--- config.mk ---
export PLATFORM = sky130hd
export DESIGN_NAME = sensor_packet_deframer_sum16_top_flat
export DESIGN_NICKNAME = d
export VERILOG_FILES = /design/src/rtl/spd_pkg.sv /design/src/rtl/spd_in_if.sv /design/src/rtl/spd_out_if.sv /design/src/rtl/spd_step.sv /design/src/rtl/sensor_packet_deframer_sum16_top.sv /design/src/flat_wrapper.sv
export VERILOG_INCLUDE_DIRS = /design/src /design/src/rtl
export SDC_FILE = /design/constraint.sdc
export NUM_CORES = 1
export LEC_CHECK = 0
export BUFFER_PORTS_ARGS = -buffer_cell sky130_fd_sc_hd__buf_2
export CAP_MARGIN = 20
export CORE_UTILIZATION = 35
export DETAILED_ROUTE_END_ITERATION = 10
export SYNTH_ARGS = -nofsm -noshare
export SYNTH_HDL_FRONTEND = slang
export SYNTH_HIERARCHICAL = 1
export SYNTH_SLANG_ARGS = --single-unit
--- constraint.sdc ---
create_clock -name i_clk -period 4.3 [get_ports i_clk]
set_input_delay 0.645 -clock i_clk [delete_from_list [all_inputs] [get_ports i_clk]]
set_output_delay 0.645 -clock i_clk [all_outputs]
set_load 0.005 [all_outputs]
--- src/rtl/sensor_packet_deframer_sum16_top_macros.svh ---
// Assertion macros for the sensor packet deframer.
`ifndef SENSOR_PACKET_DEFRAMER_SUM16_TOP_MACROS_SVH
`define SENSOR_PACKET_DEFRAMER_SUM16_TOP_MACROS_SVH

`ifndef SYNTH
`define SPD_ASSERT(label, clk, rst_n, prop) \
    label: assert property (@(posedge clk) disable iff (!rst_n) prop) \
        else $error("spd assertion failed");
`define SPD_ASSERT_ALWAYS(label, clk, prop) \
    label: assert property (@(posedge clk) prop) \
        else $error("spd invariant failed");
`else
`define SPD_ASSERT(label, clk, rst_n, prop)
`define SPD_ASSERT_ALWAYS(label, clk, prop)
`endif

`endif

--- src/rtl/spd_pkg.sv ---
// Types and constants shared by the sensor packet deframer.
package spd_pkg;

    localparam int ERROR_COUNT_WIDTH_DEF = 16;

    localparam logic [7:0] HDR_S = 8'h73;
    localparam logic [7:0] HDR_N = 8'h6E;
    localparam logic [7:0] HDR_P = 8'h70;

    localparam logic [1:0] SEL_SHORT = 2'b00;
    localparam logic [1:0] SEL_KEEP  = 2'b01;
    localparam logic [1:0] SEL_DATA  = 2'b10;
    localparam logic [1:0] SEL_BATCH = 2'b11;

    localparam logic [6:0] LEN_SHORT = 7'd7;
    localparam logic [6:0] LEN_DATA  = 7'd11;
    localparam logic [6:0] LEN_BODY_START = 7'd5;

    typedef enum logic [2:0] {
        PH_HUNT  = 3'd0,
        PH_GOT_S = 3'd1,
        PH_GOT_N = 3'd2,
        PH_TYPE  = 3'd3,
        PH_ADDR  = 3'd4,
        PH_BODY  = 3'd5
    } t_phase;

    typedef enum logic [2:0] {
        EV_ACCEPT   = 3'd0,
        EV_HDR_ERR  = 3'd1,
        EV_PAYLOAD  = 3'd2,
        EV_SUM_HIGH = 3'd3,
        EV_GOOD     = 3'd4,
        EV_BAD      = 3'd5
    } t_event;

    typedef struct packed {
        t_phase      phase;
        logic [6:0]  position;
        logic [6:0]  exp_len;
        logic [7:0]  kind;
        logic [7:0]  addr;
        logic [15:0] sum;
        logic [7:0]  sum_high;
    } t_spd_state;

    typedef struct packed {
        t_event     event_res;
        logic [6:0] byte_position;
    } t_step_out;

    typedef struct packed {
        t_event      event_res;
        logic [7:0]  byte_value;
        logic [6:0]  byte_position;
        logic [7:0]  packet_kind;
        logic [7:0]  register_address;
        logic [6:0]  frame_length;
        logic [15:0] header_error_total;
        logic [15:0] checksum_error_total;
    } t_spd_result;

endpackage

--- src/rtl/spd_in_if.sv ---
// Input channel carrying one received byte per transfer.
interface spd_in_if;
    logic       valid;
    logic       ready;
    logic [7:0] rx_byte;

    modport source (output valid, output rx_byte, input ready);
    modport sink (input valid, input rx_byte, output ready);
endinterface

--- src/rtl/spd_out_if.sv ---
// Output channel carrying one tagged deframer result per transfer.
interface spd_out_if;
    logic        valid;
    logic        ready;
    logic [2:0]  event_res;
    logic [7:0]  byte_value;
    logic [6:0]  byte_position;
    logic [7:0]  packet_kind;
    logic [7:0]  register_address;
    logic [6:0]  frame_length;
    logic [15:0] header_error_total;
    logic [15:0] checksum_error_total;

    modport source (
        output valid, output event_res, output byte_value, output byte_position,
        output packet_kind, output register_address, output frame_length,
        output header_error_total, output checksum_error_total, input ready
    );
    modport sink (
        input valid, input event_res, input byte_value, input byte_position,
        input packet_kind, input register_address, input frame_length,
        input header_error_total, input checksum_error_total, output ready
    );
endinterface

--- src/rtl/spd_step.sv ---
// Next-state and event logic of the deframer for one received byte.
module spd_step (
    input  spd_pkg::t_spd_state i_state,
    input  logic [7:0]          i_byte,
    output spd_pkg::t_spd_state o_state,
    output spd_pkg::t_step_out  o_step
);
    import spd_pkg::*;

    logic [7:0]  w_pos_plus2;
    logic [7:0]  w_len_ext;
    logic [15:0] w_sum_add;
    logic [15:0] w_rx_sum;

    assign w_pos_plus2 = {1'b0, i_state.position} + 8'd2;
    assign w_len_ext   = {1'b0, i_state.exp_len};
    assign w_sum_add   = i_state.sum + {8'h00, i_byte};
    assign w_rx_sum    = {i_state.sum_high, i_byte};

    always_comb begin
        o_state = i_state;
        o_step.event_res = EV_ACCEPT;
        o_step.byte_position = i_state.position;
        unique case (i_state.phase)
            PH_GOT_S, PH_GOT_N: begin
                if ((i_state.phase == PH_GOT_S && i_byte == HDR_N) ||
                    (i_state.phase == PH_GOT_N && i_byte == HDR_P)) begin
                    o_state.sum = w_sum_add;
                    o_state.phase = (i_state.phase == PH_GOT_S) ? PH_GOT_N : PH_TYPE;
                    o_state.position = i_state.position + 7'd1;
                end else begin
                    o_step.event_res = EV_HDR_ERR;
                    o_state.phase = PH_HUNT;
                    o_state.position = '0;
                end
            end
            PH_TYPE: begin
                o_state.kind = i_byte;
                case (i_byte[7:6])
                    SEL_BATCH: o_state.exp_len = {1'b0, i_byte[5:2], 2'b00} + LEN_SHORT;
                    SEL_DATA:  o_state.exp_len = LEN_DATA;
                    SEL_SHORT: o_state.exp_len = LEN_SHORT;
                    SEL_KEEP:  o_state.exp_len = i_state.exp_len;
                    default:   o_state.exp_len = i_state.exp_len;
                endcase
                o_state.sum = w_sum_add;
                o_state.phase = PH_ADDR;
                o_state.position = i_state.position + 7'd1;
            end
            PH_ADDR: begin
                o_state.addr = i_byte;
                o_state.sum = w_sum_add;
                o_state.phase = PH_BODY;
                o_state.position = i_state.position + 7'd1;
            end
            PH_BODY: begin
                if (w_pos_plus2 < w_len_ext) begin
                    o_step.event_res = EV_PAYLOAD;
                    o_state.sum = w_sum_add;
                    o_state.position = i_state.position + 7'd1;
                end else if (w_pos_plus2 == w_len_ext) begin
                    o_step.event_res = EV_SUM_HIGH;
                    o_state.sum_high = i_byte;
                    o_state.position = i_state.position + 7'd1;
                end else begin
                    o_step.event_res = (w_rx_sum == i_state.sum) ? EV_GOOD : EV_BAD;
                    o_state.phase = PH_HUNT;
                    o_state.position = '0;
                end
            end
            default: begin
                o_step.byte_position = '0;
                if (i_byte == HDR_S) begin
                    o_state.sum = {8'h00, i_byte};
                    o_state.phase = PH_GOT_S;
                    o_state.position = 7'd1;
                end else begin
                    o_step.event_res = EV_HDR_ERR;
                    o_state.phase = PH_HUNT;
                    o_state.position = '0;
                end
            end
        endcase
    end

endmodule

--- src/rtl/sensor_packet_deframer_sum16_top.sv ---
// Top level of the sync-header packet deframer with a 16-bit sum check.
// Each byte is held in the input register, and its result is registered in the result register.
// Throughput: one byte per cycle while the output is not stalled; the state update in spd_step is combinational.
// Input and result registers let a new byte enter while a result waits.
// Reset is synchronous and active low; it returns the parser to hunting,
// sets the packet length to 7 and clears the sums and error counters.
`include "sensor_packet_deframer_sum16_top_macros.svh"

module sensor_packet_deframer_sum16_top #(
    parameter int ERROR_COUNT_WIDTH = spd_pkg::ERROR_COUNT_WIDTH_DEF
) (
    input  logic      i_clk,
    input  logic      i_rst_n,
    spd_in_if.sink    i_in,
    spd_out_if.source o_out
);
    import spd_pkg::*;

    logic                         r_in_valid;
    logic [7:0]                   r_in_byte;
    logic                         r_out_valid;
    t_spd_result                  r_res;
    t_spd_result                  n_res;
    t_spd_state                   r_state;
    t_spd_state                   n_state;
    t_step_out                    w_step_out;
    logic [ERROR_COUNT_WIDTH-1:0] r_hdr_cnt;
    logic [ERROR_COUNT_WIDTH-1:0] n_hdr_cnt;
    logic [ERROR_COUNT_WIDTH-1:0] r_sum_cnt;
    logic [ERROR_COUNT_WIDTH-1:0] n_sum_cnt;
    logic                         w_step;

    assign w_step     = r_in_valid && (!r_out_valid || o_out.ready);
    assign i_in.ready = !r_in_valid || w_step;

    spd_step u_step (
        .i_state (r_state),
        .i_byte  (r_in_byte),
        .o_state (n_state),
        .o_step  (w_step_out)
    );

    always_comb begin
        n_hdr_cnt = r_hdr_cnt;
        n_sum_cnt = r_sum_cnt;
        if (w_step_out.event_res == EV_HDR_ERR) begin
            n_hdr_cnt = r_hdr_cnt + ERROR_COUNT_WIDTH'(1);
        end
        if (w_step_out.event_res == EV_BAD) begin
            n_sum_cnt = r_sum_cnt + ERROR_COUNT_WIDTH'(1);
        end
        n_res.event_res            = w_step_out.event_res;
        n_res.byte_value           = r_in_byte;
        n_res.byte_position        = w_step_out.byte_position;
        n_res.packet_kind          = n_state.kind;
        n_res.register_address     = n_state.addr;
        n_res.frame_length         = n_state.exp_len;
        n_res.header_error_total   = 16'(n_hdr_cnt);
        n_res.checksum_error_total = 16'(n_sum_cnt);
    end

    always_ff @(posedge i_clk) begin
        if (!i_rst_n) begin
            r_in_valid       <= 1'b0;
            r_out_valid      <= 1'b0;
            r_state.phase    <= PH_HUNT;
            r_state.position <= '0;
            r_state.exp_len  <= LEN_SHORT;
            r_state.kind     <= '0;
            r_state.addr     <= '0;
            r_state.sum      <= '0;
            r_state.sum_high <= '0;
            r_hdr_cnt        <= '0;
            r_sum_cnt        <= '0;
        end else begin
            if (i_in.ready) begin
                r_in_valid <= i_in.valid;
            end
            if (w_step) begin
                r_out_valid <= 1'b1;
                r_state     <= n_state;
                r_hdr_cnt   <= n_hdr_cnt;
                r_sum_cnt   <= n_sum_cnt;
            end else if (o_out.ready) begin
                r_out_valid <= 1'b0;
            end
        end
    end

    always_ff @(posedge i_clk) begin
        if (i_in.valid && i_in.ready) begin
            r_in_byte <= i_in.rx_byte;
        end
        if (w_step) begin
            r_res <= n_res;
        end
    end

    assign o_out.valid                = r_out_valid;
    assign o_out.event_res            = r_res.event_res;
    assign o_out.byte_value           = r_res.byte_value;
    assign o_out.byte_position        = r_res.byte_position;
    assign o_out.packet_kind          = r_res.packet_kind;
    assign o_out.register_address     = r_res.register_address;
    assign o_out.frame_length         = r_res.frame_length;
    assign o_out.header_error_total   = r_res.header_error_total;
    assign o_out.checksum_error_total = r_res.checksum_error_total;

    // A buffered byte stays until the parser consumes it.
    `SPD_ASSERT(a_in_hold, i_clk, i_rst_n, (r_in_valid && !w_step) |=> r_in_valid)
    // Each header error advances the counter by exactly one.
    `SPD_ASSERT(a_hdr_count, i_clk, i_rst_n, (w_step && w_step_out.event_res == EV_HDR_ERR) |=> (r_hdr_cnt == $past(r_hdr_cnt) + ERROR_COUNT_WIDTH'(1)))
    // The packet length stays within the encodable range.
    `SPD_ASSERT(a_len_range, i_clk, i_rst_n, (r_state.exp_len >= LEN_SHORT) && (r_state.exp_len <= 7'd67))
    // In the body the position never reaches the packet length.
    `SPD_ASSERT(a_body_pos, i_clk, i_rst_n, (r_state.phase == PH_BODY) |-> (r_state.position < r_state.exp_len))

endmodule
--- src/flat_wrapper.sv ---
// flat-port wrapper written by rule: the top's interface ports become plain ports
module sensor_packet_deframer_sum16_top_flat import spd_pkg::*;
#(
    parameter int ERROR_COUNT_WIDTH = spd_pkg::ERROR_COUNT_WIDTH_DEF
)
  (i_clk, i_rst_n, i_in_valid, i_in_rx_byte, i_in_ready, o_out_valid, o_out_event_res, o_out_byte_value, o_out_byte_position, o_out_packet_kind, o_out_register_address, o_out_frame_length, o_out_header_error_total, o_out_checksum_error_total, o_out_ready);
  spd_in_if i_in_i ();
  spd_out_if o_out_i ();
  input  logic i_clk;
  input  logic i_rst_n;
  input wire logic [$bits(i_in_i.valid)-1:0] i_in_valid;
  input wire logic [$bits(i_in_i.rx_byte)-1:0] i_in_rx_byte;
  output wire logic [$bits(i_in_i.ready)-1:0] i_in_ready;
  output wire logic [$bits(o_out_i.valid)-1:0] o_out_valid;
  output wire logic [$bits(o_out_i.event_res)-1:0] o_out_event_res;
  output wire logic [$bits(o_out_i.byte_value)-1:0] o_out_byte_value;
  output wire logic [$bits(o_out_i.byte_position)-1:0] o_out_byte_position;
  output wire logic [$bits(o_out_i.packet_kind)-1:0] o_out_packet_kind;
  output wire logic [$bits(o_out_i.register_address)-1:0] o_out_register_address;
  output wire logic [$bits(o_out_i.frame_length)-1:0] o_out_frame_length;
  output wire logic [$bits(o_out_i.header_error_total)-1:0] o_out_header_error_total;
  output wire logic [$bits(o_out_i.checksum_error_total)-1:0] o_out_checksum_error_total;
  input wire logic [$bits(o_out_i.ready)-1:0] o_out_ready;
  assign i_in_i.valid = i_in_valid;
  assign i_in_i.rx_byte = i_in_rx_byte;
  assign i_in_ready = i_in_i.ready;
  assign o_out_valid = o_out_i.valid;
  assign o_out_event_res = o_out_i.event_res;
  assign o_out_byte_value = o_out_i.byte_value;
  assign o_out_byte_position = o_out_i.byte_position;
  assign o_out_packet_kind = o_out_i.packet_kind;
  assign o_out_register_address = o_out_i.register_address;
  assign o_out_frame_length = o_out_i.frame_length;
  assign o_out_header_error_total = o_out_i.header_error_total;
  assign o_out_checksum_error_total = o_out_i.checksum_error_total;
  assign o_out_i.ready = o_out_ready;
  sensor_packet_deframer_sum16_top #(.ERROR_COUNT_WIDTH(ERROR_COUNT_WIDTH)) u_core (.i_clk(i_clk), .i_rst_n(i_rst_n), .i_in(i_in_i), .o_out(o_out_i));
endmodule
After elaboration in Yosys (flattened, before gate mapping)
Cells that the tools add are included.

storage, ports and cells
  bits in registers = 172
  latch bits = 0
  bits in writable memories = 0
  ROM bits = 0
  output and inout bits = 75
  memories kept = 0

cells by class
  add/sub/neg operators = 6
  multiply operators = 0
  div/mod/pow operators = 0
  order comparisons = 1
  equal/unequal tests = 19
  shift operators = 0
  multiplexer cells = 25
  bitwise logic cells = 1
  reduce and logical (&&, ||, !) cells = 18

operators by type and width
  kind                                           count
  two-way mux 16 bit                             5
  one-hot mux 16 bit (3 select lines)            1
  one-hot mux 10 bit (4 select lines)            1
  adder 16 x 1 -> 16 bit, second input constant  2
  one-hot mux 7 bit (4 select lines)             1
  == test 8 x 7 -> 1 bit, second input constant  3
  adder 16 x 8 -> 16 bit                         1
  == test 16 bit                                 1
  two-way mux 8 bit                              2
  two-way mux 15 bit                             1
  two-way mux 7 bit                              2
  two-way mux 3 bit                              4
  == test 3 bit, second input constant           3
  two-way mux 9 bit                              1
  one-hot mux 3 bit (3 select lines)             1
  adder 7 x 2 -> 8 bit, second input constant    1
  == test 8 x 7 -> 1 bit                         1
  < comparator 8 x 7 -> 1 bit                    1
  != test 2 bit, second input constant           4
  AND reduction 4 bit                            2
  adder 6 x 3 -> 7 bit, second input constant    1
  adder 7 x 1 -> 7 bit, second input constant    1
  == test 3 x 1 -> 1 bit, second input constant  2
  == test 3 x 2 -> 1 bit, second input constant  2
  other kinds (13)                               26

Logic depth before layout (Yosys ltp)
  depth in word-level cells = 7
  mapped depth = 16
  depth with buffers taken out = 13

Modules after synthesis
Netlist, hierarchy kept.

modules (own cells, without submodules)
  module                            times used  cells each  area each (um2)  sequential area each (um2)
  sensor_packet_deframer_sum16_top  1           587         6439.9           4254.1
  spd_step                          1           295         2030.7           0.0

Worst setup path after synthesis
No wires, ideal clock.

  path type = input -> register
  start point = in o_out_ready
  end point = reg u_core.r_res, in the netlist u_core/o_out.byte_position[0], enable pin
  data arrival time = 3.354 ns
  path slack = 0.480 ns
  stages = 5
  buffers on the path = 2
  cell sequence = nand2b_1 -> buf_6 -> nand2_1 -> clkinv_1 -> clkbuf_1

on the way
  longest elaborated chain between the ends = 2

RTL lines
  item                  RTL line                                RTL
  start, declared       flat_wrapper.sv:23                      input wire logic [$bits(o_out_i.ready)-1:0] o_out_ready;
  logical OR 1 bit      sensor_packet_deframer_sum16_top.sv:33  assign w_step = r_in_valid && (!r_out_valid || o_out.ready);
  logical AND 1 bit     sensor_packet_deframer_sum16_top.sv:33
  net u_core.w_step     sensor_packet_deframer_sum16_top.sv:31  logic w_step;
  end signal, assigned  sensor_packet_deframer_sum16_top.sv:95  r_res <= n_res;
  end, declared         sensor_packet_deframer_sum16_top.sv:22  t_spd_result r_res;

The timed path passes the listed nets, and every way through them passes these cells.
A chain may end at the register's enable or synchronous reset.

==> impl_table.tex <==
\begin{tabular}{lr}
\hline
Metric & Value \\
\hline
\multicolumn{2}{l}{\textbf{Run status}} \\
Run status & finished, final reports clean \\
\multicolumn{2}{l}{\textbf{Route}} \\
Number of optimization iterations in the first detailed-route pass & 5 \\
Number of antenna-violating nets in the routed design & 0 \\
Overall via count from detail\_route & 6664 \\
Total detailed-routing wirelength & 19700 µm \\
Number of DRC violations after detailed routing & 0 \\
Vias per std cell & 5.20 \\
Starting DRC count in detailed routing & 465 \\
Routed length per placed instance & 15.3 µm \\
\multicolumn{2}{l}{\textbf{Power}} \\
Combinational cell fraction of total power & 0.047 \\
Worst ir drop on vdd & 238 µV \\
Cell internal pwr & 2.72 mW \\
Areal power density over the cells & 359 nW/µm² \\
Total Power Consumption & 3.50 mW \\
Sequential cell fraction of total power & 0.508 \\
Total leakage power & 3.58 nW \\
Switching portion of total power & 0.223 \\
Switching power & 0.780 mW \\
Clock share of power & 0.445 \\
\multicolumn{2}{l}{\textbf{STA}} \\
Final Hold Slack & 0.385 ns \\
Setup TNS & 0 ns \\
Minimum clock period after layout & 3.86 ns \\
Number of setup violations in the final report & 0 \\
Transition time of the tightest slew-check pin & 0.952 ns \\
Period Utilization, post-route & 0.897 \\
Max transition margin & 0.365 \\
Number of hold violations in the final report & 0 \\
Max-slew violations & 0 \\
Highest clock frequency the design can meet & 0.259 GHz \\
Setup repair after global routing missed its margin & false \\
Worst setup skew after layout & 0.0129 ns \\
Final worst-path setup slack & 0.441 ns \\
\multicolumn{2}{l}{\textbf{Synthesis}} \\
Synthesized Nets & 916 \\
Warnings from Yosys & 6 \\
Gate count of the mapped netlist & 882 \\
Number of storage elements in the synthesis netlist & 172 \\
Cell taking the most area after synthesis & sky130\_fd\_sc\_hd\_\_edfxtp\_1 \\
Synth area leaders & sky130\_fd\_sc\_hd\_\_edfxtp\_1 29\%, sky130\_fd\_sc\_hd\_\_dfxtp\_1 22\%, sky130\_fd\_sc\_hd\_\_nand2\_1 7.8\%, sky130\_fd\_sc\_hd\_\_a21oi\_1 5.1\%, sky130\_fd\_sc\_hd\_\_xor2\_1 3.5\% \\
Most frequently used flop master after synthesis & sky130\_fd\_sc\_hd\_\_dfxtp\_1 \\
Post-synth EDFFs & 81 \\
Number of distinct standard cells referenced by the synthesized netlist & 72 \\
Fraction of synthesis flops using an asynchronous set or reset pin & 0 \\
Cell area after synthesis & 8470 µm² \\
Share of Yosys cell area claimed by the top area cell type & 0.287 \\
Proportion of synthesized chip area in sequential cells & 0.502 \\
Average cell area after synthesis & 9.60 µm² \\
\multicolumn{2}{l}{\textbf{GRT}} \\
Via count of the first global-routing pass & 5997 \\
Largest net degree at the start of global routing & 85 \\
Gr usage total & 0.163 \\
Wire length of the first global-routing pass & 31700 µm \\
Initial antenna violation count & 0 \\
Total grt overflow & 0 \\
\multicolumn{2}{l}{\textbf{Setup path}} \\
Internal reg-to-reg setup slack & 0.44 ns \\
Nature of the critical path endpoint & flip-flop \\
Category of the worst setup path launch point & flip-flop \\
Category of the critical setup timing path & flip-flop to flip-flop \\
CP max FO & 11 \\
Launching instance or port of the critical path & u\_core/r\_state[48]\$\_SDFFE\_PN0P\_ \\
Critical path data required time & 4.65 ns \\
Critical-path cell with the highest stage delay & sky130\_fd\_sc\_hd\_\_or4\_2 \\
Crit path cell chain & ha\_1 > and3\_2 > xor2\_1 > ha\_1 > nand3\_1 > nand4b\_1 > nand4\_1 > nor4\_1 > o211ai\_1 > and3b\_1 > nand4\_1 > or4\_2 > a21oi\_1 \\
Endpoint arrival time on the critical path & 4.21 ns \\
Maximum single-stage delay on the critical path & 0.66 ns \\
Launch instance of the worst register-to-register path & u\_core/r\_state[48]\$\_SDFFE\_PN0P\_ \\
\multicolumn{2}{l}{\textbf{Die}} \\
Placement Rows & 56 \\
I/O pins & 87 \\
Area of the core & 23600 µm² \\
Floorplan die area & 24800 µm² \\
Height of the die & 158 µm \\
Starting Density & 0.359 \\
Horizontal die dimension & 158 µm \\
\multicolumn{2}{l}{\textbf{Placed design}} \\
I/O Buffers & 86 \\
DP Worst Slack & 0.497 ns \\
DP Area & 9150 µm² \\
Final GP Congestion & 0.843 \\
Post-DP HPWL & 12900 µm \\
\multicolumn{2}{l}{\textbf{Clock network}} \\
Number of clock buffers inserted by TritonCTS & 17 \\
CTS root buf & sky130\_fd\_sc\_hd\_\_clkbuf\_16 \\
Clk slew on worst S/H paths & 0.07 ns \\
Cts repair resizes & 0 \\
Total of hold buffers inserted after clock tree synthesis & 0 \\
Post-CTS Setup Inserts & 0 \\
Clock tree from TritonCTS & done \\
H-tree lvl count & 4 \\
Clock insertion delay at the later pin of the skew report & 0.43 ns \\
Buffer levels on the longest clock path & 2 \\
Number of clock sinks & 172 \\
\multicolumn{2}{l}{\textbf{Min path}} \\
Start point of the worst hold path & i\_in\_rx\_byte[5] \\
Type of the tightest min-delay check & input pin to flip-flop \\
\multicolumn{2}{l}{\textbf{Finish}} \\
Synth-to-Final Area Change & 14.9\% \\
Share of post-route cells with drive strength above 1 & 0.177 \\
Highest-count cells in the layout ignoring fill and taps & 174 x sky130\_fd\_sc\_hd\_\_nand2\_1, 91 x sky130\_fd\_sc\_hd\_\_dfxtp\_1, 87 x sky130\_fd\_sc\_hd\_\_a21oi\_1 \\
Number of diodes added for antenna fixing & 0 \\
Fin nets & 984 \\
Finished Cell Area & 9740 µm² \\
Commonest non-fill, non-tap cell in the layout & sky130\_fd\_sc\_hd\_\_nand2\_1 \\
\multicolumn{2}{l}{\textbf{Run}} \\
Maxcap violations & 0 \\
\hline
\end{tabular}
worst max-delay path, delay by kind of cell, from the launching register on:
kind | cells | cell delay (ns)
AO/OA/AOI/OAI | 2 | 0.47
flip-flops | 1 | 0.37
XOR/XNOR | 1 | 0.15
adder cells (fa/ha/maj) | 2 | 0.56
AND/OR/NAND/NOR | 8 | 2.24
power by group through the flow:
stage | combinational [mW] | clock [mW] | sequential, mW
after global placement | 0.164 | 0 | 1.81
final | 0.164 | 1.56 | 1.78
after CTS | 0.166 | 1.58 | 1.78
after global routing | 0.182 | 1.65 | 1.78
after floorplan | 0.0887 | 0 | 1.81
after detailed placement | 0.165 | 0 | 1.81
flip-flops by register name (all words and copies together) (netlist names):
name	count
u_core/o_out.header_error_total	16
u_core/o_out.register_address	8
u_core/r_in_valid	1
u_core/o_out.valid	1
u_core/r_hdr_cnt	16
u_core/o_out.checksum_error_total	16
u_core/o_out.byte_value	8
u_core/o_out.byte_position	7
u_core/o_out.packet_kind	8
u_core/o_out.event_res	3
u_core/r_state	57
u_core/o_out.frame_length	7
u_core/r_sum_cnt	16
u_core/r_in_byte	8
cell type report:
type	instances	area [µm²]
Fill cell	2338	13900
Multi-Input combinational cell	634	3860
Inverter	27	105
Tap cell	319	399
Clock buffer	21	440
Sequential cell	172	4250
Clock inverter	11	146
Timing Repair Buffer	98	533
Yosys cell counts (3+ instances only):
| library cell | number |
|---|---|
| sky130_fd_sc_hd__mux2i_1 | 7 |
| sky130_fd_sc_hd__o31ai_1 | 13 |
| sky130_fd_sc_hd__edfxtp_1 | 81 |
| sky130_fd_sc_hd__and3_1 | 11 |
| sky130_fd_sc_hd__ha_1 | 21 |
| sky130_fd_sc_hd__o2111ai_1 | 3 |
| sky130_fd_sc_hd__buf_6 | 6 |
| sky130_fd_sc_hd__nor4_1 | 5 |
| sky130_fd_sc_hd__o22ai_1 | 4 |
| sky130_fd_sc_hd__buf_2 | 5 |
| sky130_fd_sc_hd__a221oi_1 | 3 |
| sky130_fd_sc_hd__nand2_1 | 175 |
| sky130_fd_sc_hd__a21oi_1 | 87 |
| sky130_fd_sc_hd__nor2_1 | 42 |
| sky130_fd_sc_hd__xor2_1 | 34 |
| sky130_fd_sc_hd__o21ai_0 | 29 |
| sky130_fd_sc_hd__and2_1 | 10 |
| sky130_fd_sc_hd__nand4_1 | 14 |
| sky130_fd_sc_hd__or2_2 | 5 |
| sky130_fd_sc_hd__dfxtp_1 | 91 |
| sky130_fd_sc_hd__or4_1 | 12 |
| sky130_fd_sc_hd__mux2_2 | 14 |
| sky130_fd_sc_hd__nor2b_1 | 8 |
| sky130_fd_sc_hd__or3_1 | 9 |
| sky130_fd_sc_hd__clkbuf_1 | 33 |
| sky130_fd_sc_hd__a31oi_1 | 7 |
| sky130_fd_sc_hd__inv_1 | 26 |
| sky130_fd_sc_hd__a31o_2 | 3 |
| sky130_fd_sc_hd__nor3_1 | 12 |
| sky130_fd_sc_hd__a21o_1 | 5 |
| sky130_fd_sc_hd__xnor2_1 | 28 |
| sky130_fd_sc_hd__nand3_1 | 27 |
| sky130_fd_sc_hd__o21ai_1 | 3 |
| sky130_fd_sc_hd__nand2b_1 | 4 |
final timing paths:
kind                                           end  cells past startpoint
hold reg to reg    u_core/r_state[25]$_SDFFE_PN0P_                      2
setup reg to reg  u_core/r_sum_cnt[9]$_SDFFE_PN0P_                     13
hold / removal       u_core/r_in_byte[5]$_DFFE_PP_                      1
setup / recovery  u_core/r_sum_cnt[9]$_SDFFE_PN0P_                     13
routing by layer:
metal	vias to the layer above	wire length (µm)	global-route usage
li1	3269	-	-
met4	0	248	0.0444
met1	3194	9820	0.232
met5	-	0	0
met3	19	916	0.0370
met2	182	8690	0.246
cell families after synthesis:
family                     after synthesis  share of synthesized area
AOI/OAI and AO/OA                      176                      0.127
DFF                                    172                      0.502
xor gates and xnor gates                62                     0.0641
buffers and inverters                   76                     0.0427
muxes                                   21                     0.0269
and+or+nand+nor                        353                      0.204
adders and majority gates               22                     0.0334
through the flow:
step,utilization,instances
after floorplan,-,882
after global placement,0.387,1250
after detailed placement,0.387,1250
after CTS,0.412,1282
after global routing,0.412,1282
final,0.412,1282
(Power assumes the default switching activity.)
